`src/hw/rtl/lsmt_pkg.sv`:
```
`timescale 1ns / 1ps
`default_nettype none
// ----------------------------------------------------------------------------
// lsmt_pkg: shared types and constants for the scan-line mode timer
// Holds the line timing constants, the mode encoding and the state and
// result structures that pass between the timer's modules.
// ----------------------------------------------------------------------------
package lsmt_pkg;

	localparam int unsigned DOT_W  = 9;
	localparam int unsigned LINE_W = 8;
	localparam int unsigned MC_W   = 3;

	localparam logic [DOT_W-1:0]  DOTS_PER_LINE = DOT_W'(456);
	localparam logic [DOT_W-1:0]  OAM_END       = DOT_W'(80);
	localparam logic [DOT_W-1:0]  DRAW_END      = DOT_W'(252);
	localparam logic [LINE_W-1:0] VBLANK_LINE   = LINE_W'(144);
	localparam logic [LINE_W-1:0] LAST_LINE     = LINE_W'(153);

	typedef enum logic [1:0] {
		MODE_HBLANK = 2'd0,
		MODE_VBLANK = 2'd1,
		MODE_OAM    = 2'd2,
		MODE_DRAW   = 2'd3
	} lcd_mode_t;

	typedef struct packed {
		logic [DOT_W-1:0]  dot_count;
		logic [LINE_W-1:0] scan_line;
		lcd_mode_t         current_mode;
		logic              match_sticky;
	} timer_state_t;

	typedef struct packed {
		logic vblank_request;
		logic stat_request;
	} timer_req_t;

endpackage : lsmt_pkg
`default_nettype wire

```
`src/hw/rtl/lcd_scanline_mode_timer.sv`:
```
`timescale 1ns / 1ps
`default_nettype none
// ----------------------------------------------------------------------------
// lcd_scanline_mode_timer: scan-line and mode timer of an LCD controller
// Counts dots, steps scan lines and reports mode, coincidence and interrupt
// requests for every word of elapsed machine cycles.
// ----------------------------------------------------------------------------
// Each input word carries the machine cycles that elapsed (four dots each)
// together with the current line compare value and the compare interrupt
// enable. The block answers every word with exactly one result word holding
// the scan line and mode after the step, the sticky coincidence flag, and
// the vblank and STAT requests raised by that step. The timer takes one word
// per clock cycle while the receiver keeps taking results. A word accepted
// sits in the input register until the result register can load, and then
// its result moves into the result register, which drives the output. The
// rate is set by the timer state update, a loop through the state register
// of one add, one compare against 456 and the line and mode selection. Both
// channels use valid/ready; an input word is taken while the previous result
// still waits, if the input register is empty or is emptied in the same cycle.
// After reset the timer sits at line 0, dot 0, in OAM mode, with the
// coincidence flag clear. The flag is sticky and only reset clears it.
// ----------------------------------------------------------------------------
module lcd_scanline_mode_timer
	import lsmt_pkg::*;
(
	input  wire logic              clk,
	input  wire logic              arst_n,
	input  wire logic              in_valid,
	output logic                   in_ready,
	input  wire logic [MC_W-1:0]   machine_cycles,
	input  wire logic [LINE_W-1:0] line_compare,
	input  wire logic              compare_irq_enable,
	output logic                   out_valid,
	input  wire logic              out_ready,
	output logic [LINE_W-1:0]      line_number,
	output logic [1:0]             mode_code,
	output logic                   coincidence_flag,
	output logic                   vblank_request,
	output logic                   stat_request
);

	// Input register stage.
	logic              valid_s1;
	logic [MC_W-1:0]   mc_s1;
	logic [LINE_W-1:0] cmp_s1;
	logic              en_s1;

	// Result register stage.
	logic              valid_s2;
	timer_state_t      res_s2;
	timer_req_t        req_s2;

	// Timer state.
	timer_state_t      state_q;
	timer_state_t      state_nxt;
	timer_req_t        req_nxt;

	logic              advance;

	// The result register can load when it is empty or being drained.
	assign advance  = valid_s1 && (!valid_s2 || out_ready);
	assign in_ready = !valid_s1 || advance;

	always_ff @(posedge clk or negedge arst_n) begin
		if (!arst_n) begin
			valid_s1 <= 1'b0;
		end else if (in_ready) begin
			valid_s1 <= in_valid;
		end
	end

	always_ff @(posedge clk) begin
		if (in_ready && in_valid) begin
			mc_s1  <= machine_cycles;
			cmp_s1 <= line_compare;
			en_s1  <= compare_irq_enable;
		end
	end

	lsmt_step u_step (
		.cur                (state_q),
		.machine_cycles     (mc_s1),
		.line_compare       (cmp_s1),
		.compare_irq_enable (en_s1),
		.nxt                (state_nxt),
		.req                (req_nxt)
	);

	// The state moves only when the word in the input stage is retired
	// into the result register, so every word is applied exactly once.
	always_ff @(posedge clk or negedge arst_n) begin
		if (!arst_n) begin
			state_q.dot_count    <= '0;
			state_q.scan_line    <= '0;
			state_q.current_mode <= MODE_OAM;
			state_q.match_sticky <= 1'b0;
		end else if (advance) begin
			state_q <= state_nxt;
		end
	end

	always_ff @(posedge clk or negedge arst_n) begin
		if (!arst_n) begin
			valid_s2 <= 1'b0;
		end else if (advance) begin
			valid_s2 <= 1'b1;
		end else if (out_ready) begin
			valid_s2 <= 1'b0;
		end
	end

	always_ff @(posedge clk) begin
		if (advance) begin
			res_s2 <= state_nxt;
			req_s2 <= req_nxt;
		end
	end

	assign out_valid        = valid_s2;
	assign line_number      = res_s2.scan_line;
	assign mode_code        = res_s2.current_mode;
	assign coincidence_flag = res_s2.match_sticky;
	assign vblank_request   = req_s2.vblank_request;
	assign stat_request     = req_s2.stat_request;

	// The dot count of the result word is not a port; it lives on in state_q.
	logic unused_dot;
	assign unused_dot = ^res_s2.dot_count;

endmodule : lcd_scanline_mode_timer
`default_nettype wire

```
`src/hw/rtl/lsmt_step.sv`:
```
`timescale 1ns / 1ps
`default_nettype none
// ----------------------------------------------------------------------------
// lsmt_step: next-state logic of the scan-line mode timer
// Advances the dot counter for one word, steps and wraps the line, picks the
// mode and forms the line-match and vblank requests.
// ----------------------------------------------------------------------------
module lsmt_step
	import lsmt_pkg::*;
(
	input  timer_state_t      cur,
	input  logic [MC_W-1:0]   machine_cycles,
	input  logic [LINE_W-1:0] line_compare,
	input  logic              compare_irq_enable,
	output timer_state_t      nxt,
	output timer_req_t        req
);

	logic [DOT_W-1:0]  dot_sum;
	logic              wrap;
	logic [DOT_W-1:0]  dot_new;
	logic [LINE_W-1:0] line_inc;
	logic [LINE_W-1:0] line_mid;
	logic              match_inc;
	logic              match_zero;

	always_comb begin
		// At most 28 dots per word, so the sum stays below 512.
		dot_sum  = cur.dot_count + {{(DOT_W-MC_W-2){1'b0}}, machine_cycles, 2'b00};
		wrap     = (dot_sum >= DOTS_PER_LINE);
		dot_new  = wrap ? (dot_sum - DOTS_PER_LINE) : dot_sum;
		line_inc = cur.scan_line + LINE_W'(1);
		line_mid = wrap ? line_inc : cur.scan_line;
		match_inc  = wrap && (line_inc == line_compare);
		match_zero = 1'b0;

		nxt.dot_count    = dot_new;
		nxt.scan_line    = line_mid;
		nxt.current_mode = cur.current_mode;
		req.vblank_request = 1'b0;

		if (line_mid < VBLANK_LINE) begin
			if (dot_new <= OAM_END)
				nxt.current_mode = MODE_OAM;
			else if (dot_new <= DRAW_END)
				nxt.current_mode = MODE_DRAW;
			else
				nxt.current_mode = MODE_HBLANK;
		end

		if (line_mid == VBLANK_LINE) begin
			nxt.current_mode   = MODE_VBLANK;
			req.vblank_request = 1'b1;
		end else if (line_mid > LAST_LINE) begin
			// Frame wrap: line zero is compared as well.
			nxt.current_mode = MODE_OAM;
			nxt.scan_line    = '0;
			match_zero       = (line_compare == '0);
		end

		nxt.match_sticky = cur.match_sticky | match_inc | match_zero;
		req.stat_request = compare_irq_enable & (match_inc | match_zero);
	end

endmodule : lsmt_step
`default_nettype wire

```
`config.mk`:
```
export PLATFORM = sky130hd
export DESIGN_NAME = lcd_scanline_mode_timer
export DESIGN_NICKNAME = d
export VERILOG_FILES = /design/src/hw/rtl/lsmt_pkg.sv /design/src/hw/rtl/lcd_scanline_mode_timer.sv /design/src/hw/rtl/lsmt_step.sv
export SDC_FILE = /design/constraint.sdc
export NUM_CORES = 1
export LEC_CHECK = 0
export ABC_AREA = 1
export ABC_CLOCK_PERIOD_IN_PS = 2700
export BUFFER_PORTS_ARGS = -buffer_cell sky130_fd_sc_hd__clkbuf_2
export CORE_ASPECT_RATIO = 1.2
export CORE_UTILIZATION = 52
export DETAILED_ROUTE_END_ITERATION = 12
export PLACE_DENSITY = 0.76
export SYNTH_ARGS = -nofsm -noshare
export SYNTH_HDL_FRONTEND = slang
export SYNTH_SLANG_ARGS = --single-unit
```
`constraint.sdc`:
```
create_clock -name clk -period 2.7 [get_ports clk]
set_clock_uncertainty 0.1 [all_clocks]
set_input_delay 0.405 -clock clk [delete_from_list [all_inputs] [get_ports clk]]
set_output_delay 0.405 -clock clk [all_outputs]
set_load 0.05 [all_outputs]
```
==> key figures, run 1 <==
Placed design
  • Hpwl dp: 3.307 mm
  • Placed Instances: 386
  • Routability cong.: 0.9341
  • Port buffer count: 30
  • Post-DP Area: 2828 um2
  • Pre-CTS WS: -0.2277 ns

Timing
  • Slew Limit Fails: 0
  • Period minus WS final: 2.763 ns
  • Hold_ws: 0.1774 ns
  • Post-route setup TNS: -0.4157 ns
  • RSZ-0062 raised after global routing: true
  • Slew @ Worst Pin: 0.5723 ns
  • Final setup violation count: 19
  • Final WS setup: -0.06340 ns
  • Endpoints failing hold: 0
  • FMAX: 361.9 MHz
  • Final clock period utilization by the worst path: 102.3%
  • Max_slew headroom: 61.85%

Power
  • Lkg Pwr: 1.565 nW
  • Int Pwr: 1.990 mW
  • Pwr dens: 1074 nW/um2
  • Share of power burned in registers: 30.8%
  • Pwr Total: 3.482 mW
  • Combinational power share: 55.2%
  • Max IR drop VDD: 0.6407 mV
  • Psw: 1.492 mW
  • Switching Fraction: 42.86%
  • Power share of the clock group: 13.9%

Routing
  • Initial DRC count: 111
  • DRT Pass-1 Iters: 4
  • WL final: 4.978 mm
  • Via/cell ratio: 4.978
  • Number of routed nets with antenna violations: 0
  • DR WL/cell: 12.20 um
  • Via count: 2031
  • Post-route DRC: 0

Clock tree
  • Clk buf depth: 2
  • Clock root cell: clkbuf_8
  • CTS sink cnt: 45
  • CTS tree: built
  • Clock transition at path regs: 0.08 ns
  • Htree depth: 2
  • Total clock buffers created by CTS: 5
  • Clock Latency Late Sink: 0.30 ns

Logic synthesis
  • Yosys reg bits: 45
  • Post-synth top cells: nand2_1, inv_1, edfxtp_1, nand3_1, dfrtp_1
  • Commonest register cell after synthesis: edfxtp_1
  • Count leader, synth: nand2_1
  • Post-synthesis mux area share: 0%
  • Cells after synthesis: 280
  • Post-Synth Simple-Gate Area: 26.91%
  • Post-Synth Adder-Cell Area: 3.874%
  • EDFF count, synth: 25
  • Async SR Flop Fraction: 44.44%
  • Avg Cell Area, Syn: 8.767 um2
  • Cell area after synthesis: 2455 um2
  • Yosys warning count: 0
  • Syn_nets: 303
  • Largest family of logic cells by synthesized area: simple AND/OR/NAND/NOR gates
  • Synth cell types: 32
  • Post-synth top area cell: edfxtp_1
  • Area contributors post-synth: edfxtp_1, dfrtp_1, nand2_1
  • Register area share after synthesis: 51.02%
  • Compound-cell area share of the yosys netlist: 5.352%
  • Yosys top cell area share: 30.58%
  • Xor and xnor area share after synthesis: 4.995%

Setup path
  • Crit path DAT: 2.71 ns
  • Reg2reg start: state_q[13]
  • R2R cell count: 19
  • Critical path data required time: 2.65 ns
  • CP Max Fanout: 8
  • Critical Path Start Type: register
  • Flop2flop setup slack: -0.06 ns
  • Worst R2R End: mode_code[1]
  • Critical path endpoint category: register
  • Crit Path Class: register to register

Job
  • Max-cap violations: 0

Outcome
  • Status: finished, violations left
  • Failing checks: negative setup slack

Finish
  • Fin util: 71.06%
  • ANT cells: 0
  • Area grow syn2layout: 32.01%
  • Layout filler cell count: 332
  • Share of cells above drive strength 1: 39.71%
  • Design Area, Final: 3241 um2
  • Fin nets: 372
  • Non-Filler Instances: 408

Die
  • Die Y: 77.27 um
  • Starting Density: 53.83%
  • Die area: 5001 um2
  • Die width: 64.72 um
  • Row cnt: 27
  • Core footprint: 4561 um2
  • Boundary pin count: 31

GRT
  • First-pass GRT wire length: 8.197 mm
  • Vias in the first global route: 1833
  • Grt ovf: 0
  • Antenna violations before repair: 0
  • Total GRT Usage: 21.40%
  • Largest net degree at the start of global routing: 39

Min path
  • Hold Startpoint: machine_cycles[0]
  • Hold EP: mc_s1[0]
  • Hold Crit Class: input port to register
  • Min-Delay Path Depth: 1
-- power groups by stage --
stage                     combinational, mW  sequential [mW]  clock, mW
after floorplan                       0.908             1.24          0
after global placement                 1.47             1.07          0
after detailed placement               1.51             1.08          0
after CTS                              1.71             1.07      0.499
after global routing                   2.12             1.10      0.524
final                                  1.92             1.07      0.485
-- critical path, stage by stage, from the launching register on --
cell	delay [ns]
dfrtp_1	0.36
ha_2	0.18
inv_2	0.04
fa_2	0.34
inv_2	0.09
nand2_4	0.06
nand2_4	0.11
ha_4	0.15
nand2_4	0.05
nand3_4	0.10
buf_8	0.14
nand3_2	0.10
nand2_2	0.11
nand2_4	0.07
buf_4	0.13
buf_4	0.14
nand3_2	0.08
nand2_1	0.05
nand2_1	0.05
nand2_1	0.06
-- cell usage in the layout (no fill, tap or decap), types with 2 or more instances in the layout --
cell / netlist / final
nand2_1: 80 / 60
buf_4: 0 / 32
clkbuf_2: 0 / 30
inv_1: 34 / 28
edfxtp_1: 25 / 25
nand2_2: 8 / 19
dfrtp_1: 19 / 19
nand3_1: 25 / 18
nor2_1: 12 / 11
xor2_1: 10 / 10
inv_2: 3 / 9
nand2_4: 0 / 9
o21ai_1: 8 / 8
nand3_2: 1 / 7
nor2_2: 9 / 7
o21ai_0: 6 / 5
clkbuf_8: 0 / 5
nor2_4: 1 / 4
xnor2_1: 4 / 4
nand4_1: 3 / 3
a31oi_1: 3 / 3
ha_1: 6 / 3
buf_6: 3 / 3
a21oi_1: 3 / 2
nor3_1: 2 / 2
nand3b_1: 2 / 2
a21oi_2: 1 / 2
clkinv_1: 1 / 2
nor4_1: 2 / 2
ha_2: 0 / 2
-- worst max-delay path by stage --
stage,from,end,slack (ns),cells after the start
floorplan,state_q[13],stat_request,-0.006,19
global placement,state_q[13],stat_request,-0.13,17
detailed placement,state_q[13],mode_code[0],-0.23,19
CTS,state_q[13],stat_request,-0.06,17
global route,state_q[13],stat_request,-0.20,19
finish,state_q[13],mode_code[1],-0.06,19
-- cells by family (layout without fill, tap and decap cells) --
logic type               after synthesis  in the layout
AO/OA/AOI/OAI                         23             23
XOR/XNOR                              14             14
adder cells (fa/ha/maj)                7              7
buffers and inverters                 45            115
flip-flops                            45             45
AND/OR/NAND/NOR                      146            146
-- state kept, by name, summed over array words and instances (netlist names) --
name	count
stat_request	1
line_number	8
mode_code	2
vblank_request	1
out_valid	1
state_q	18
mc_s1	3
en_s1	1
cmp_s1	8
coincidence_flag	1
valid_s1	1
-- cell type report --
cell class	count	area, um2	area share, %
sequential	45	1252	38.65
clock buffer	6	72.57	2.239
timing repair buffer	69	474.2	14.63
clock inverter	2	33.78	1.042
inverter	38	142.6	4.402
multi-input combinational	190	1192	36.80
tap	58	72.57	2.239
-- metal layers --
metal | global-route usage (%) | up-vias | part of all wire [%]
met4 | 7.778 | 0 | 1.7
met2 | 35.42 | 52 | 52
met3 | 4.613 | 8 | 4.2
li1 | - | 1047 | -
met1 | 27.06 | 924 | 42
met5 | 0 | - | 0
-- timing repair --
item                                    in CTS  in global routing
endpoints found under the hold margin       17                  0
gates resized for setup                     34                 26
pin swaps                                   17                 13
gates cloned                                 0                  1
setup buffers                                7                  5
hold buffers                                 1                  0
endpoints found under the setup margin      25                 24
(Power assumes the default switching activity.)
==> run 2: changes to the inputs <==
Settings changed: CORE_UTILIZATION 52 to 25, PLACE_DENSITY 0.76 to unset.
==> key figures, run 2 (synthesis results as in run 1) <==
Outcome
  • Status: finished, violations left
  • Failing checks: negative hold slack, negative setup slack

Setup path
  • Buffers & Inverters on Critical Path: 3 (-2)
  • Crit-path max cell delay: 0.57 ns (+0.21 ns)
  • Critical path data required time: 2.75 ns (+0.10 ns)
  • Slowest library cell on the worst path: fa_2
  • Flop2flop setup slack: -0.16 ns (-0.10 ns)
  • CP Max Fanout: 7 (-1)
  • Crit Path Class: register to register
  • Crit-path cells: ha_4 -> inv_2 -> fa_2 -> inv_2 -> ha_4 -> nand2_4 -> nand3_4 -> nand2_4 -> nand2_1 -> nand2_4 -> nand2_4 -> nor2_4 -> nand3b_1 -> nand2_2 -> buf_8 -> nor2_4 -> nand2_1 -> o21ai_1
  • Crit path top cell by count: nand2_4
  • Critical Path Start Type: register
  • Critical path endpoint category: register
  • Crit path DAT: 2.92 ns (+0.21 ns)
  • CP top delay family: simple AND/OR/NAND/NOR gates

Timing
  • Max_slew headroom: 63.13% (+1.3 points)
  • Final clock period utilization by the worst path: 106.1% (+3.7 points)
  • Post-route setup TNS: -2.924 ns (-2.508 ns)
  • RSZ-0062 raised after global routing: true
  • FMAX: 349.2 MHz (-3.5%)
  • Period minus WS final: 2.864 ns (+0.1007 ns)
  • Endpoints failing hold: 3 (+3)
  • Final setup violation count: 24 (+5)
  • Slew @ Worst Pin: 0.5480 ns (-0.02429 ns)
  • Slew Limit Fails: 0 (unchanged)
  • Hold_ws: -0.0005685 ns (-0.1780 ns)
  • Final WS setup: -0.1641 ns (-0.1007 ns)

Clock tree
  • Clock Latency Late Sink: 0.29 ns (about the same)
  • CTS sink cnt: 45 (unchanged)
  • Clock root cell: clkbuf_16
  • Htree depth: 2 (unchanged)
  • CTS tree: built
  • Total clock buffers created by CTS: 5 (unchanged)
  • Clk buf depth: 2 (unchanged)
  • Clock transition at path regs: 0.06 ns (-0.02 ns)

GRT
  • Antenna violations before repair: 0 (unchanged)
  • Vias in the first global route: 2118 (+16%)
  • Grt ovf: 0 (unchanged)
  • Total GRT Usage: 11.34% (-10 points)
  • Largest net degree at the start of global routing: 39 (unchanged)
  • First-pass GRT wire length: 9.453 mm (+15%)

Routing
  • DR WL/cell: 11.89 um (-2.6%)
  • Post-route DRC: 0 (unchanged)
  • Number of routed nets with antenna violations: 0 (unchanged)
  • Via/cell ratio: 4.414 (-11%)
  • Initial DRC count: 121 (+9.0%)
  • DRT Pass-1 Iters: 4 (unchanged)
  • WL final: 5.765 mm (+16%)
  • Via count: 2141 (+5.4%)

Die
  • Die area: 10220 um2 (+100%)
  • Die width: 92.46 um (+43%)
  • Row cnt: 39 (+44%)
  • Boundary pin count: 31 (unchanged)
  • Core footprint: 9515 um2 (+110%)
  • Die Y: 110.6 um (+43%)
  • Starting Density: 25.80% (-28 points)

Min path
  • Hold Crit Class: input port to asynchronous set/reset pin

Power
  • Psw: 1.583 mW (+6.1%)
  • Int Pwr: 2.167 mW (+8.9%)
  • Lkg Pwr: 1.612 nW (+3.0%)
  • Pwr dens: 1088 nW/um2 (+1.2%)
  • Share of power burned in registers: 28.8% (-2.0 points)
  • Power share of the clock group: 15.4% (+1.5 points)
  • Switching Fraction: 42.21% (-0.65 points)
  • Combinational power share: 55.8% (+0.6 points)
  • Max IR drop VDD: 0.4370 mV (-32%)

Placed design
  • Port buffer count: 30 (unchanged)
  • Routability cong.: 0.8115 (-13%)
  • Placed Instances: 457 (+18%)
  • Hpwl dp: 3.792 mm (+15%)

Finish
  • Fin nets: 384 (+3.2%)
  • Most frequent cells in the layout: nand2_1, buf_4, clkbuf_2, inv_1, edfxtp_1
  • ANT cells: 0 (unchanged)
  • Layout filler cell count: 950 (+190%)
  • Non-Filler Instances: 485 (+19%)
  • Commonest non-fill, non-tap cell in the layout: nand2_1
  • Share of cells above drive strength 1: 40.88% (+1.2 points)
  • Area grow syn2layout: 40.47%
  • Register with the most flip-flops: state_q
  • Largest register FFs: 18 (unchanged)

Job
  • Max-cap violations: 0 (unchanged)
-- run 2: cell types whose count changed in the layout (fill, tap and decap cells not counted), moves of 3 or more --
cell       before  now
buf_4          32   44
clkbuf_16       0    5
clkbuf_8        5    0
nand2_4         9    6
nor2_2          7    3
nor2_4          4    7
-- run 2: layer usage --
| layer | vias to the layer above | wire, um | track usage, % |
|---|---|---|---|
| met5 | - | 0 | 0 |
| met4 | 0 | 126 | 3.542 |
| met3 | 14 | 298 | 2.066 |
| met2 | 67 | 2910 | 19.16 |
| met1 | 989 | 2430 | 14.53 |
| li1 | 1071 | - | - |
-- run 2: worst paths after layout --
kind	startpoint	to	cells after the start
max	state_q[13]	state_q[8]	18
min	arst_n	state_q[4]	1
max reg2reg	state_q[13]	state_q[8]	18
min reg2reg	state_q[2]	state_q[2]	2
max in group asynchronous	arst_n	state_q[2]	1
min in group clk	line_compare[5]	cmp_s1[5]	1
-- run 2: final cells by class --
class	count	area, um2	share of cell area [%]
sequential	45	1252	36.32
multi-input combinational	190	1202	34.87
timing repair buffer	81	556.8	16.15
tap	123	153.9	4.463
inverter	38	145.1	4.209
clock buffer	5	125.1	3.628
clock inverter	3	12.51	0.3628
-- run 2: power by group through the flow --
stage / logic [mW] / clock network [mW] / registers [mW]
after floorplan: 0.908 / 0 / 1.24
after global placement: 1.53 / 0 / 1.08
after detailed placement: 1.56 / 0 / 1.08
after CTS: 1.83 / 0.592 / 1.07
after global routing: 2.29 / 0.613 / 1.10
final: 2.09 / 0.578 / 1.08
-- run 2: metrics by stage --
stage          utilization, %  instance area (um2)  setup slack, ns  power [mW]
2_1_floorplan               -                 2457        -0.006060       2.144
3_3_place_gp            30.91                 2942          -0.2004       2.606
3_5_place_dp            30.91                 2942          -0.2248       2.643
4_1_cts                 34.54                 3287         -0.04711       3.493
5_1_grt                 36.24                 3448          -0.2615       4.003
6_report                36.24                 3448          -0.1641       3.750
-- run 2: repair_timing --
item                       4_1_cts  5_1_grt
buffers inserted                13        7
hold buffers                     0        0
setup endpoints to repair       24       24
gates cloned                     1        0
pin swaps                       17       20
gates resized for setup         36       27
